[src/rtl/core/two_button_gesture_turn_signal_ctrl_unit_assert.svh]
// Assertion macros for the gesture controller.
`ifndef TWO_BUTTON_GESTURE_TURN_SIGNAL_CTRL_UNIT_ASSERT_SVH
`define TWO_BUTTON_GESTURE_TURN_SIGNAL_CTRL_UNIT_ASSERT_SVH
// Implication checked at every clock edge outside reset.
`define TBG_ASSERT_IMP(lbl, ante, cons) \
  lbl: assert property (@(posedge clk) disable iff (!rst_n) (ante) |-> (cons)) \
    else $error("assertion failed");
// Next-cycle implication checked outside reset.
`define TBG_ASSERT_NXT(lbl, ante, cons) \
  lbl: assert property (@(posedge clk) disable iff (!rst_n) (ante) |=> (cons)) \
    else $error("assertion failed");
`endif

[src/rtl/core/tbg_pkg.sv]
// ----------------------------------------------------------------------------
// tbg_pkg
// Shared types and constants of the two-button gesture controller.
// ----------------------------------------------------------------------------
package tbg_pkg;
  localparam logic [3:0] G_NONE = 4'd0;
  localparam logic [3:0] G_MAIN = 4'd1;
  localparam logic [3:0] G_EXTRA = 4'd2;
  localparam logic [3:0] G_SOS = 4'd3;
  localparam logic [3:0] G_LEFT = 4'd4;
  localparam logic [3:0] G_RIGHT = 4'd5;
  localparam logic [3:0] G_LFORCE = 4'd6;
  localparam logic [3:0] G_RFORCE = 4'd7;
  localparam logic [3:0] G_LIGHTER = 4'd8;
  localparam logic [3:0] G_DARKER = 4'd9;
  localparam logic [3:0] G_INVALID = 4'd10;

  localparam logic [2:0] R_HOLD = 3'd0;
  localparam logic [2:0] R_GAP = 3'd1;
  localparam logic [2:0] R_BON = 3'd2;
  localparam logic [2:0] R_BOFF = 3'd3;
  localparam logic [2:0] R_TOUT = 3'd4;
  localparam logic [2:0] R_STEP = 3'd5;

  localparam logic [15:0] SAT16 = 16'hFFFF;

  typedef struct packed {
    logic       done;
    logic [3:0] gesture;
  } tbg_cmd_t;

  function automatic logic [15:0] inc_sat(input logic [15:0] v);
    return (v == SAT16) ? SAT16 : v + 16'd1;
  endfunction
endpackage

[src/rtl/core/two_button_gesture_turn_signal_ctrl_unit.sv]
// ----------------------------------------------------------------------------
// two_button_gesture_turn_signal_ctrl_unit
// Gesture controller for a light with turn signals, one word per tick.
// ----------------------------------------------------------------------------
// Channel | Direction | Contents
// in_     | slave     | tdata: left_level, right_level
// out_    | master    | tdata: gesture and lamp state
// cfg_    | write     | six timing and step registers
// One word is accepted every cycle while the two-entry command queue has room.
// The front scans and decodes a word in the cycle it is accepted; the back
// updates its state when it pops the command into the output register.
// A result word passes through the command queue and then the output register.
// Reset is synchronous and active low; no clearing pass is needed.
`include "two_button_gesture_turn_signal_ctrl_unit_assert.svh"
module two_button_gesture_turn_signal_ctrl_unit import tbg_pkg::*; (
  input  logic        clk,
  input  logic        rst_n,
  input  logic        in_tvalid,
  output logic        in_tready,
  input  logic [7:0]  in_tdata,   // [0] left_level, [1] right_level
  output logic        out_tvalid,
  input  logic        out_tready,
  output logic [23:0] out_tdata,  // gesture_code, main_on, extra_on, sos_on,
                                  // left_turn_on, right_turn_on, lamp_lit,
                                  // light_level, scene_mode
  input  logic        cfg_we,
  input  logic [2:0]  cfg_index,
  input  logic [15:0] cfg_data
);
  logic [15:0] hold_r, gap_r, tout_r;
  logic [14:0] bon_r, boff_r;
  logic [7:0]  step_r;
  tbg_cmd_t    cmd;
  logic [3:0]  q_r [2];
  logic [1:0]  cnt_r;
  logic        wp_r, rp_r;
  logic        acc, pop;
  logic [19:0] res;
  logic [19:0] ob_r;
  logic        ov_r;

  always_ff @(posedge clk) begin
    if (!rst_n) begin
      hold_r <= 16'd800; gap_r <= 16'd500; bon_r <= 15'd600; boff_r <= 15'd400;
      tout_r <= 16'd20000; step_r <= 8'd30;
    end else if (cfg_we) begin
      unique case (cfg_index)
        R_HOLD: hold_r <= cfg_data;
        R_GAP:  gap_r <= cfg_data;
        R_BON:  bon_r <= cfg_data[14:0];
        R_BOFF: boff_r <= cfg_data[14:0];
        R_TOUT: tout_r <= cfg_data;
        R_STEP: step_r <= cfg_data[7:0];
        default: begin
        end
      endcase
    end
  end

  assign in_tready = (cnt_r != 2'd2);
  assign acc = in_tvalid && in_tready;
  assign pop = (cnt_r != 2'd0) && (!ov_r || out_tready);

  tbg_front u_front (
    .clk(clk), .rst_n(rst_n), .step(acc),
    .left_level(in_tdata[0]), .right_level(in_tdata[1]),
    .hold_ticks(hold_r), .gap_ticks(gap_r), .cmd(cmd)
  );

  tbg_back u_back (
    .clk(clk), .rst_n(rst_n), .step(pop), .gesture(q_r[rp_r]),
    .blink_on(bon_r), .blink_off(boff_r), .tout(tout_r), .bstep(step_r),
    .res(res)
  );

  always_ff @(posedge clk) begin
    if (acc) q_r[wp_r] <= cmd.gesture;
    if (pop) ob_r <= res;
  end

  always_ff @(posedge clk) begin
    if (!rst_n) begin
      cnt_r <= 2'd0; wp_r <= 1'b0; rp_r <= 1'b0; ov_r <= 1'b0;
    end else begin
      if (acc) wp_r <= ~wp_r;
      if (pop) rp_r <= ~rp_r;
      cnt_r <= cnt_r + {1'b0, acc} - {1'b0, pop};
      if (pop) ov_r <= 1'b1;
      else if (out_tready) ov_r <= 1'b0;
    end
  end

  assign out_tvalid = ov_r;
  assign out_tdata = {4'd0, ob_r};

  `TBG_ASSERT_IMP(a_no_overflow, cnt_r == 2'd2, !acc)
  `TBG_ASSERT_IMP(a_cnt_range, 1'b1, cnt_r != 2'd3)
  `TBG_ASSERT_NXT(a_pop_shows, pop, out_tvalid)
endmodule

[src/rtl/core/tbg_front.sv]
// ----------------------------------------------------------------------------
// tbg_front
// Button scanning and gesture decoding; issues one command word per tick.
// ----------------------------------------------------------------------------
module tbg_front import tbg_pkg::*; (
  input  logic           clk,
  input  logic           rst_n,
  input  logic           step,
  input  logic           left_level,
  input  logic           right_level,
  input  logic [15:0]    hold_ticks,
  input  logic [15:0]    gap_ticks,
  output tbg_cmd_t       cmd
);
  logic        lprev_r, lprev_nxt, rprev_r, rprev_nxt;
  logic [15:0] lsince_r, lsince_nxt, rsince_r, rsince_nxt;
  logic [3:0]  lps_r, lps_nxt, rps_r, rps_nxt;
  logic        lfin, rfin;
  logic [15:0] le, re;
  logic [3:0]  lps_s, rps_s;

  function automatic logic [3:0] press(input logic [3:0] ps);
    if (ps[1]) return 4'd4;
    else if (ps[0]) return 4'd2;
    else if (ps == 4'd0) return 4'd1;
    else return 4'd15;
  endfunction

  function automatic logic [3:0] decode(input logic [3:0] l, input logic [3:0] r);
    if (l == 4'd15 || r == 4'd15) return G_INVALID;
    if (l[0] && r[0]) return G_MAIN;
    if (l[1] && r[1]) return G_EXTRA;
    if (l[2] && r[2]) return G_SOS;
    if (r[1] && l == 4'd0) return G_RFORCE;
    if (r[3] || r[2]) return G_LIGHTER;
    if (l[1] && r == 4'd0) return G_LFORCE;
    if (l[3] || l[2]) return G_DARKER;
    if (l[0] && r == 4'd0) return G_LEFT;
    if (r[0] && l == 4'd0) return G_RIGHT;
    return G_NONE;
  endfunction

  always_comb begin
    lprev_nxt = lprev_r; rprev_nxt = rprev_r;
    le = lsince_r; re = rsince_r;
    lps_s = lps_r; rps_s = rps_r;
    lfin = 1'b0; rfin = 1'b0;
    if (left_level != lprev_r) begin
      le = 16'd0; lprev_nxt = left_level;
      if (!left_level) lps_s = press(lps_r);
    end else if (!left_level && lsince_r > hold_ticks) begin
      lps_s = lps_r | 4'd8;
    end
    if (lps_s != 4'd0) begin
      lfin = (left_level && le > gap_ticks) || lps_s[3] || lps_s == 4'd15;
    end
    lsince_nxt = inc_sat(le);
    rsince_nxt = rsince_r;
    if (!lfin) begin
      if (right_level != rprev_r) begin
        re = 16'd0; rprev_nxt = right_level;
        if (!right_level) rps_s = press(rps_r);
      end else if (!right_level && rsince_r > hold_ticks) begin
        rps_s = rps_r | 4'd8;
      end
      if (rps_s != 4'd0) begin
        rfin = (right_level && re > gap_ticks) || rps_s[3] || rps_s == 4'd15;
      end
      rsince_nxt = inc_sat(re);
    end
    cmd.done = lfin || rfin;
    cmd.gesture = cmd.done ? decode(lps_s, rps_s) : G_NONE;
    lps_nxt = cmd.done ? 4'd0 : lps_s;
    rps_nxt = cmd.done ? 4'd0 : rps_s;
    if (cmd.done) begin
      lsince_nxt = 16'd0; rsince_nxt = 16'd0;
    end
  end

  always_ff @(posedge clk) begin
    if (!rst_n) begin
      lprev_r <= 1'b1; rprev_r <= 1'b1;
      lsince_r <= 16'd0; rsince_r <= 16'd0;
      lps_r <= 4'd0; rps_r <= 4'd0;
    end else if (step) begin
      lprev_r <= lprev_nxt; rprev_r <= rprev_nxt;
      lsince_r <= lsince_nxt; rsince_r <= rsince_nxt;
      lps_r <= lps_nxt; rps_r <= rps_nxt;
    end
  end
endmodule

[src/rtl/core/tbg_back.sv]
// ----------------------------------------------------------------------------
// tbg_back
// Applies gesture commands to mode, brightness, scene and blink state.
// ----------------------------------------------------------------------------
module tbg_back import tbg_pkg::*; (
  input  logic        clk,
  input  logic        rst_n,
  input  logic        step,
  input  logic [3:0]  gesture,
  input  logic [14:0] blink_on,
  input  logic [14:0] blink_off,
  input  logic [15:0] tout,
  input  logic [7:0]  bstep,
  output logic [19:0] res
);
  logic [4:0]  flags_r, flags_nxt;
  logic [7:0]  lvl_r, lvl_nxt;
  logic [1:0]  scn_r, scn_nxt;
  logic [15:0] age_r, age_nxt, ph_r, ph_nxt;
  logic        was, sos, lit;
  logic [8:0]  sum;
  logic [1:0]  scene;

  always_comb begin
    flags_nxt = flags_r; lvl_nxt = lvl_r; scn_nxt = scn_r;
    age_nxt = inc_sat(age_r); ph_nxt = inc_sat(ph_r);
    was = |flags_r[4:2]; sos = flags_r[2];
    sum = {1'b0, lvl_r} + {1'b0, bstep};
    unique case (gesture)
      G_MAIN, G_EXTRA: begin
        if (sos) flags_nxt[2] = 1'b0;
        else if (gesture == G_MAIN) flags_nxt[0] = ~flags_r[0];
        else flags_nxt[1] = ~flags_r[1];
        scn_nxt = 2'd0; age_nxt = 16'd0;
        if (flags_nxt[4:2] == 3'd0) ph_nxt = SAT16;
      end
      G_SOS: begin
        flags_nxt[2] = ~sos; flags_nxt[4:3] = 2'b00;
        scn_nxt = sos ? 2'd0 : 2'd3; age_nxt = 16'd0;
        if (flags_nxt[4:2] == 3'd0) ph_nxt = SAT16;
      end
      G_LEFT, G_RIGHT: begin
        flags_nxt[4:3] = 2'b00;
        if (gesture == G_LEFT) flags_nxt[3] = ~was;
        else flags_nxt[4] = ~was;
        scn_nxt = was ? 2'd0 : ((gesture == G_LEFT) ? 2'd1 : 2'd2);
        age_nxt = 16'd0;
        if (flags_nxt[4:2] == 3'd0) ph_nxt = SAT16;
      end
      G_LFORCE, G_RFORCE: begin
        flags_nxt[4:3] = (gesture == G_LFORCE) ? 2'b01 : 2'b10;
        if (!sos) begin
          scn_nxt = (gesture == G_LFORCE) ? 2'd1 : 2'd2; age_nxt = 16'd0;
        end
      end
      G_LIGHTER: begin
        lvl_nxt = sum[8] ? 8'd255 : sum[7:0];
        flags_nxt[1] = 1'b1;
      end
      G_DARKER: begin
        lvl_nxt = (lvl_r > bstep) ? lvl_r - bstep : 8'd0;
        flags_nxt[1] = (lvl_r > bstep);
      end
      default: begin
      end
    endcase
    if ({1'b0, ph_nxt} > ({2'b0, blink_on} + {2'b0, blink_off})) ph_nxt = 16'd0;
    lit = (|flags_nxt[4:2]) && (ph_nxt < {1'b0, blink_on});
    if (scn_nxt != 2'd0 && age_nxt > tout && !flags_nxt[2]) begin
      flags_nxt[4:3] = 2'b00; scn_nxt = 2'd0; age_nxt = 16'd0;
      if (flags_nxt[4:2] == 3'd0) ph_nxt = SAT16;
    end
    if (flags_nxt[2]) scene = 2'd3;
    else if (flags_nxt[3]) scene = 2'd1;
    else if (flags_nxt[4]) scene = 2'd2;
    else scene = scn_nxt;
    res = {scene, lvl_nxt, lit, flags_nxt[4], flags_nxt[3], flags_nxt[2],
           flags_nxt[1], flags_nxt[0], gesture};
  end

  always_ff @(posedge clk) begin
    if (!rst_n) begin
      flags_r <= 5'd0; lvl_r <= 8'd100; scn_r <= 2'd0;
      age_r <= 16'd0; ph_r <= 16'd0;
    end else if (step) begin
      flags_r <= flags_nxt; lvl_r <= lvl_nxt; scn_r <= scn_nxt;
      age_r <= age_nxt; ph_r <= ph_nxt;
    end
  end
endmodule

[config.mk]
export PLATFORM = sky130hd
export DESIGN_NAME = two_button_gesture_turn_signal_ctrl_unit
export DESIGN_NICKNAME = d
export VERILOG_FILES = /design/src/rtl/core/tbg_pkg.sv /design/src/rtl/core/two_button_gesture_turn_signal_ctrl_unit.sv /design/src/rtl/core/tbg_front.sv /design/src/rtl/core/tbg_back.sv
export VERILOG_INCLUDE_DIRS = /design/src /design/src/rtl/core
export SDC_FILE = /design/constraint.sdc
export NUM_CORES = 1
export LEC_CHECK = 0
export BUFFER_PORTS_ARGS = -buffer_cell sky130_fd_sc_hd__buf_4
export CAP_MARGIN = 20
export CORE_MARGIN = 4
export CORE_UTILIZATION = 30
export DETAILED_ROUTE_END_ITERATION = 10
export GPL_TIMING_DRIVEN = 0
export PLACE_DENSITY = 0.51
export SETUP_SLACK_MARGIN = 0.3
export SYNTH_ARGS = -nofsm -noshare
export SYNTH_HDL_FRONTEND = slang
export SYNTH_SLANG_ARGS = --single-unit
[constraint.sdc]
create_clock -name clk -period 7.3 [get_ports clk]
set_input_delay 1.46 -clock clk [delete_from_list [all_inputs] [get_ports clk]]
set_output_delay 1.46 -clock clk [all_outputs]
set_load 0.05 [all_outputs]
==> results of run 1 <==
==> cell families (layout without fill, tap and decap cells) <==
| kind of cell | Yosys count | count (layout) | share of synthesized area |
|---|---|---|---|
| adders and majority gates | 150 | 150 | 0.133 |
| buffers and inverters | 221 | 309 | 0.0626 |
| AOI/OAI and AO/OA | 509 | 509 | 0.246 |
| muxes | 7 | 7 | 0.00561 |
| xor gates and xnor gates | 50 | 50 | 0.0307 |
| DFF | 209 | 209 | 0.313 |
| other | 1 | 5 | 0.000263 |
| and+or+nand+nor | 624 | 624 | 0.208 |
==> registers in the layout, summed over array words and instances, names as in the netlist, 4 cells and up, named ones only <==
name              cells
boff_r               15
gap_r                16
ob_r                 20
tout_r               16
u_front.lsince_r     16
u_front.rsince_r     16
u_front.rps_r         4
q_r                   8
u_back.lvl_r          8
u_back.age_r         16
u_front.lps_r         4
bon_r                15
u_back.ph_r          16
u_back.flags_r        5
hold_r               16
step_r                8
==> area by class of cell <==
type	instances	area (um2)
clock inverter	10	65.1
buffer	88	395
tap	607	759
fill	4895	30600
multi-input combinational	1344	8970
sequential	209	4460
inverter	133	499
clock buffer	33	676
timing repair buffer	45	338
antenna	1	2.50
==> placed cells by master, fill, tap and decap left out, drive strengths merged, types with 5 or more instances in the layout <==
cell type / Yosys / layout
nor3: 31 / 31
dfxtp: 181 / 181
ha: 147 / 147
a21oi: 97 / 97
nor3b: 9 / 9
or2: 9 / 9
o22ai: 6 / 6
o221ai: 6 / 6
edfxtp: 28 / 28
nand3: 77 / 77
buf: 20 / 64
a31oi: 34 / 34
a21boi: 99 / 99
o211ai: 40 / 40
nand2b: 14 / 14
nor2b: 19 / 19
and2: 43 / 43
o21bai: 10 / 10
nor4: 7 / 7
nand2: 282 / 282
xnor2: 29 / 29
inv: 131 / 133
a21o: 41 / 41
a2111oi: 5 / 5
mux2i: 5 / 5
clkbuf: 68 / 102
or3: 6 / 6
clkinv: 2 / 6
nor2: 66 / 66
and3: 20 / 20
xor2: 21 / 21
and4: 7 / 7
nand4: 27 / 27
o21ai: 84 / 84
a211oi: 7 / 7
o21a: 22 / 22
==> cells in the mapped netlist (4+ instances only) <==
cell type / n
nand2_1: 282
a21boi_1: 6
nor2b_1: 19
nand4_1: 27
clkbuf_1: 68
a21o_1: 40
ha_1: 147
inv_1: 129
nor4_1: 6
o32ai_1: 4
nor3_1: 31
xor2_1: 21
edfxtp_1: 28
a31oi_1: 33
a211o_1: 4
o22ai_1: 6
o211ai_1: 40
a22oi_1: 4
and4_1: 7
nand2b_1: 12
buf_1: 5
o21bai_1: 10
xnor2_1: 29
nor3b_1: 9
nor2_1: 66
nand3_1: 77
a211oi_1: 7
or3_1: 6
a21oi_1: 97
and2_1: 43
dfxtp_1: 181
o221ai_1: 5
buf_4: 5
buf_6: 5
o21a_1: 22
buf_2: 5
and3_1: 20
a21boi_0: 92
o21ai_0: 83
or2_2: 9
mux2i_1: 4
==> routing by layer <==
metal / up-vias / global-route usage / routed length (um)
met2: 283 / 0.300 / 21700
met4: 0 / 0.0434 / 1140
met1: 6167 / 0.239 / 21800
met3: 71 / 0.0200 / 1790
met5: - / 0 / 0
li1: 6446 / - / -
==> power by group through the flow <==
stage	Combinational (mW)	Clock (mW)	Sequential, mW
after global placement	1.95	0	1.49
after CTS	2.04	1.20	1.47
after global routing	2.28	1.25	1.49
after detailed placement	1.98	0	1.49
final	2.07	1.17	1.47
after floorplan	1.22	0	1.65
==> repair_timing <==
action,CTS,global route
setup endpoints to repair,1,1
hold buffers,0,0
gates cloned,0,0
gates resized for setup,5,3
==> how the worst max path moves through the flow <==
stage,to,cells after the start,slack (ns)
after floorplan,ob_r[9],29,1.73
after global placement,ob_r[9],28,-0.87
after detailed placement,ob_r[9],29,-0.63
after CTS,ob_r[9],28,0.47
after global routing,ob_r[9],28,0.30
final,ob_r[9],29,0.79
==> critical path, delay by kind of cell (launching register included) <==
| family | cells | cell delay, ns |
|---|---|---|
| muxes | 1 | 0.45 |
| adders and majority gates | 2 | 0.60 |
| buffers and inverters | 8 | 1.89 |
| and+or+nand+nor | 5 | 0.48 |
| DFF | 1 | 0.30 |
| AOI/OAI and AO/OA | 13 | 2.66 |
==> impl_metrics.env, run 1 <==
export IMPL_yosysTopAreaCell="dfxtp_1"
export IMPL_p_comb_frac=0.439
export IMPL_fin_crit_sh=0.892
export IMPL_finalNonFillerCells=2470
export IMPL_grt_setup_unrepaired="false"
export IMPL_seq_power_share=0.312
export IMPL_max_clock_path_buffers=3
export IMPL_synth_area_um2=14300
export IMPL_grt_max_degree=31
export IMPL_fp_dieW_um=226
export IMPL_port_buffers=44
export IMPL_synth_top_area_frac=0.254
export IMPL_crit_path_frequent_cell="o21ai_0"
export IMPL_setup_viol=0
export IMPL_crit_required_ns=7.72
export IMPL_drc=0
export IMPL_pre_cts_slack_ns=-0.634
export IMPL_finalPower_mw=4.71
export IMPL_power_switching_mw=1.97
export IMPL_worstSkewPairLatency_ns=0.56
export IMPL_outcome="complete, no violations"
export IMPL_async_flop_share=0
export IMPL_cts_num_sinks=209
export IMPL_final_area_um2=16200
export IMPL_ys_ff_latch=209
export IMPL_hold_depth=2
export IMPL_antenna_found_initial=0
export IMPL_max_stage_delay_ns=0.51
export IMPL_cts_tree="built"
export IMPL_hp_start="u_back.scn_r[1]"
export IMPL_slew_headroom=0.313
export IMPL_cp_arrival_ns=6.94
export IMPL_startpoint_type="register"
export IMPL_slew_violations=0
export IMPL_initial_utilization=0.305
export IMPL_viasPerCell=5.25
export IMPL_post_dp_hpwl_um=35600
export IMPL_clockRootBuffer="clkbuf_16"
export IMPL_yosysUniqueCellTypes=91
export IMPL_die_area_um2=51100
export IMPL_critPathKind="register to register"
export IMPL_hold_path_class="register to register"
export IMPL_maxCapViolCount=0
export IMPL_post_cts_buffers=0
export IMPL_timing_fmax_mhz=154
export IMPL_vias=13000
export IMPL_crit_fanout=10
export IMPL_dieHeight_um=226
export IMPL_avgSynthCellArea_um2=8.05
export IMPL_rr_worst_depth=29
export IMPL_holdPathEnd="u_back.scn_r[1]"
export IMPL_ff2ff_setup_slack_ns=0.79
export IMPL_fin_util=0.346
export IMPL_areaGrowthSynthToFinish_pct=13.4
export IMPL_dp_cells=2425
export IMPL_gp_congestion=0.870
export IMPL_drive_gt1_frac=0.0725
export IMPL_finalHoldViolCount=0
export IMPL_leakage_nw=6.58
export IMPL_wl_per_cell_um=18.8
export IMPL_setup_tns_ns=0
export IMPL_grt_overflow_total=0
export IMPL_place_area_um2=15400
export IMPL_p_per_area_nw_per_um2=292
export IMPL_cp_slowest_cell="a2111oi_4"
export IMPL_cts_made_buffers=25
export IMPL_pin_count=58
export IMPL_grt_pass1_wl_um=70800
export IMPL_whs_ns=0.464
export IMPL_yosys_top_cells_area="dfxtp_1 25%, ha_1 13%, nand2_1 7.4%, edfxtp_1 5.9%, a21boi_0 4.8%"
export IMPL_drtIter0Drc=858
export IMPL_coreArea_um2=46800
export IMPL_nets=2028
export IMPL_placementRows=79
export IMPL_dr_pass1_iters=5
export IMPL_min_period_ns=6.51
export IMPL_yosys_warnings=0
export IMPL_ir_worst_vdd_v=0.000138
export IMPL_worst_pin_slew_ns=1.03
export IMPL_endpoint_kind="register"
export IMPL_grt_pass1_vias=12300
export IMPL_p_int_mw=2.74
export IMPL_synth_edf_count=28
export IMPL_netlist_instances=1771
export IMPL_p_sw_frac=0.418
export IMPL_reg2reg_to="ob_r[9]"
export IMPL_fin_skew_ns=0.0346
export IMPL_pwr_share_clk=0.249
export IMPL_synth_yosys_seq_area_share=0.313
export IMPL_clkTransAtPathRegs_ns=0.06
export IMPL_fin_ws_ns=0.787
export IMPL_grt_usage=0.176
export IMPL_cts_htree_levels=1
export IMPL_ant_nets=0
export IMPL_drt_wl_total_um=46400
export IMPL_ys_flop_type="dfxtp_1"
(Power assumes the default switching activity.)
==> inputs of run 2 (changes only) <==
Settings changed: PLACE_DENSITY 0.51 to not set.
==> run 2 against run 1 <==
Register-to-register slack better by 0.13 ns. Clock power increased by 16%. Setup slack gained 0.13 ns. Worst hold slack improved by 0.00066 ns. Sequential share of layout area decreased by 0.22 points. Critical endpoint unchanged. Count of clock-buffer cells in the layout is 5 lower. Highest routed layer unchanged. Critical path type unchanged. Maximum frequency increased by 2.0%. Largest cell class unchanged. Critical path depth unchanged. Design area up 0.82%. Wire length down 2.2%. First-iteration DRC count increased by 38%. Die area unchanged.
==> impl_metrics.env, run 2 (synthesis results as in run 1) <==
export IMPL_grt_pass1_wl_um=69800
export IMPL_startpoint_type="register"
export IMPL_vias=13300
export IMPL_grt_usage=0.172
export IMPL_grt_setup_unrepaired="false"
export IMPL_fin_util=0.349
export IMPL_outcome="complete, no violations"
export IMPL_slew_headroom=0.282
export IMPL_antenna_found_initial=1
export IMPL_postCtsHoldBufs=0
export IMPL_cts_tree="built"
export IMPL_dieHeight_um=226
export IMPL_dp_cells=2426
export IMPL_power_switching_mw=1.95
export IMPL_drtIter0Drc=1181
export IMPL_maxCapViolCount=0
export IMPL_worstSkewPairLatency_ns=0.53
export IMPL_leakage_nw=6.65
export IMPL_grt_pass1_vias=12700
export IMPL_grt_overflow_total=0
export IMPL_hold_path_class="register to register"
export IMPL_placementRows=79
export IMPL_regMostFlops="ob_r"
export IMPL_rr_worst_depth=29
export IMPL_pin_count=58
export IMPL_worst_pin_slew_ns=1.08
export IMPL_fin_skew_ns=0.0119
export IMPL_p_sw_frac=0.400
export IMPL_cts_htree_levels=1
export IMPL_drc=0
export IMPL_fin_crit_sh=0.875
export IMPL_finalNonFillerCells=2472
export IMPL_max_clock_path_buffers=3
export IMPL_p_comb_frac=0.417
export IMPL_areaGrowthSynthToFinish_pct=14.3
export IMPL_setup_viol=0
export IMPL_hold_depth=2
export IMPL_cp_slowest_cell="a2111oi_0"
export IMPL_cts_num_sinks=209
export IMPL_cp_arrival_ns=6.77
export IMPL_clkTransAtPathRegs_ns=0.06
export IMPL_nets=2031
export IMPL_crit_required_ns=7.68
export IMPL_drt_wl_total_um=45400
export IMPL_die_area_um2=51100
export IMPL_dr_pass1_iters=5
export IMPL_post_dp_hpwl_um=34500
export IMPL_final_common_cell="nand2_1"
export IMPL_ant_nets=0
export IMPL_p_int_mw=2.91
export IMPL_fp_dieW_um=226
export IMPL_min_period_ns=6.39
export IMPL_max_stage_delay_ns=0.45
export IMPL_ir_worst_vdd_v=0.000162
export IMPL_crit_fanout=10
export IMPL_viasPerCell=5.37
export IMPL_wl_per_cell_um=18.4
export IMPL_drive_gt1_frac=0.0756
export IMPL_endpoint_kind="register"
export IMPL_slew_violations=0
export IMPL_critPathKind="register to register"
export IMPL_p_per_area_nw_per_um2=298
export IMPL_gp_congestion=0.910
export IMPL_final_cell_mix="282 x nand2_1, 181 x dfxtp_1, 147 x ha_1, 129 x inv_1, 97 x a21oi_1"
export IMPL_clockRootBuffer="clkbuf_16"
export IMPL_diodes=0
export IMPL_pwr_share_clk=0.280
export IMPL_cts_made_buffers=25
export IMPL_crit_path_frequent_cell="o21ai_0"
export IMPL_seq_power_share=0.303
export IMPL_port_buffers=44
export IMPL_finalHoldViolCount=0
export IMPL_timing_fmax_mhz=157
export IMPL_coreArea_um2=46800
export IMPL_largest_reg_flops=20
export IMPL_initial_utilization=0.305
export IMPL_grt_max_degree=31
-- run 2: cell count changes in the layout (fill, tap and decap cells not counted), sizes merged --
cell / delta
buf: +4
bufinv: +6
clkbuf: -6
clkinvlp: +1
diode: -1
inv: -2
-- run 2: through the flow --
step | power, mW | setup WS (ns) | area (um2) | hold slack [ns] | TNS [ns]
global route | 5.14 | 0.409 | 16300 | 0.494 | 0
global placement | 3.41 | -0.587 | 15400 | 0.454 | -0.587
finish | 4.86 | 0.913 | 16300 | 0.465 | 0
CTS | 4.86 | 0.353 | 16300 | 0.468 | 0
detailed placement | 3.46 | -0.231 | 15400 | 0.460 | -0.231
floorplan | 2.87 | 1.73 | 14300 | 0.442 | 0
-- run 2: worst max-delay path: cells and delay by family, from the launching register on --
kind            cells  cell delay (ns)
fa+ha+maj           2             0.58
buf+inv             9             1.92
compound gates     14             2.80
simple gates        3             0.27
mux                 1             0.36
flops               1             0.30
-- run 2: layer usage --
metal	track usage	share of wire	wire length, um	vias to the layer above
met3	0.0188	0.044	2000	93
li1	-	-	-	6465
met1	0.223	0.45	20400	6356
met4	0.0566	0.036	1650	0
met5	0	0	0	-
met2	0.297	0.47	21300	370
-- run 2: area by class of cell --
class	instances	area (um2)
repair buffers	48	354
well taps	607	759
flip-flops and latches	209	4460
plain buffers	88	397
fillers	4882	30500
clock buffers	28	637
clock inverters	15	240
multi-input cells	1344	8950
inverters	133	499
-- run 2: path summary, 6_finish.rpt --
kind,from,to,slack [ns]
setup / recovery,register,ob_r[9],0.91
hold / removal,hold_r[7],hold_r[7],0.46
setup reg to reg,register,ob_r[9],0.91
hold reg to reg,hold_r[7],hold_r[7],0.46
-- run 2: power by group through the flow --
stage	Clock (mW)	Combinational, mW	Sequential (mW)
finish	1.36	2.03	1.47
detailed placement	0	1.97	1.49
CTS	1.39	2.01	1.47
global route	1.43	2.22	1.49
floorplan	0	1.22	1.65
global placement	0	1.92	1.49
-- run 2: repair_timing --
item / 4_1_cts / 5_1_grt
endpoints found under the setup margin: 1 / 1
gates resized for setup: 3 / 5
hold endpoints to repair: 0 / 0
setup buffers: 0 / 2
pin swaps: 0 / 0
cloned: 0 / 0
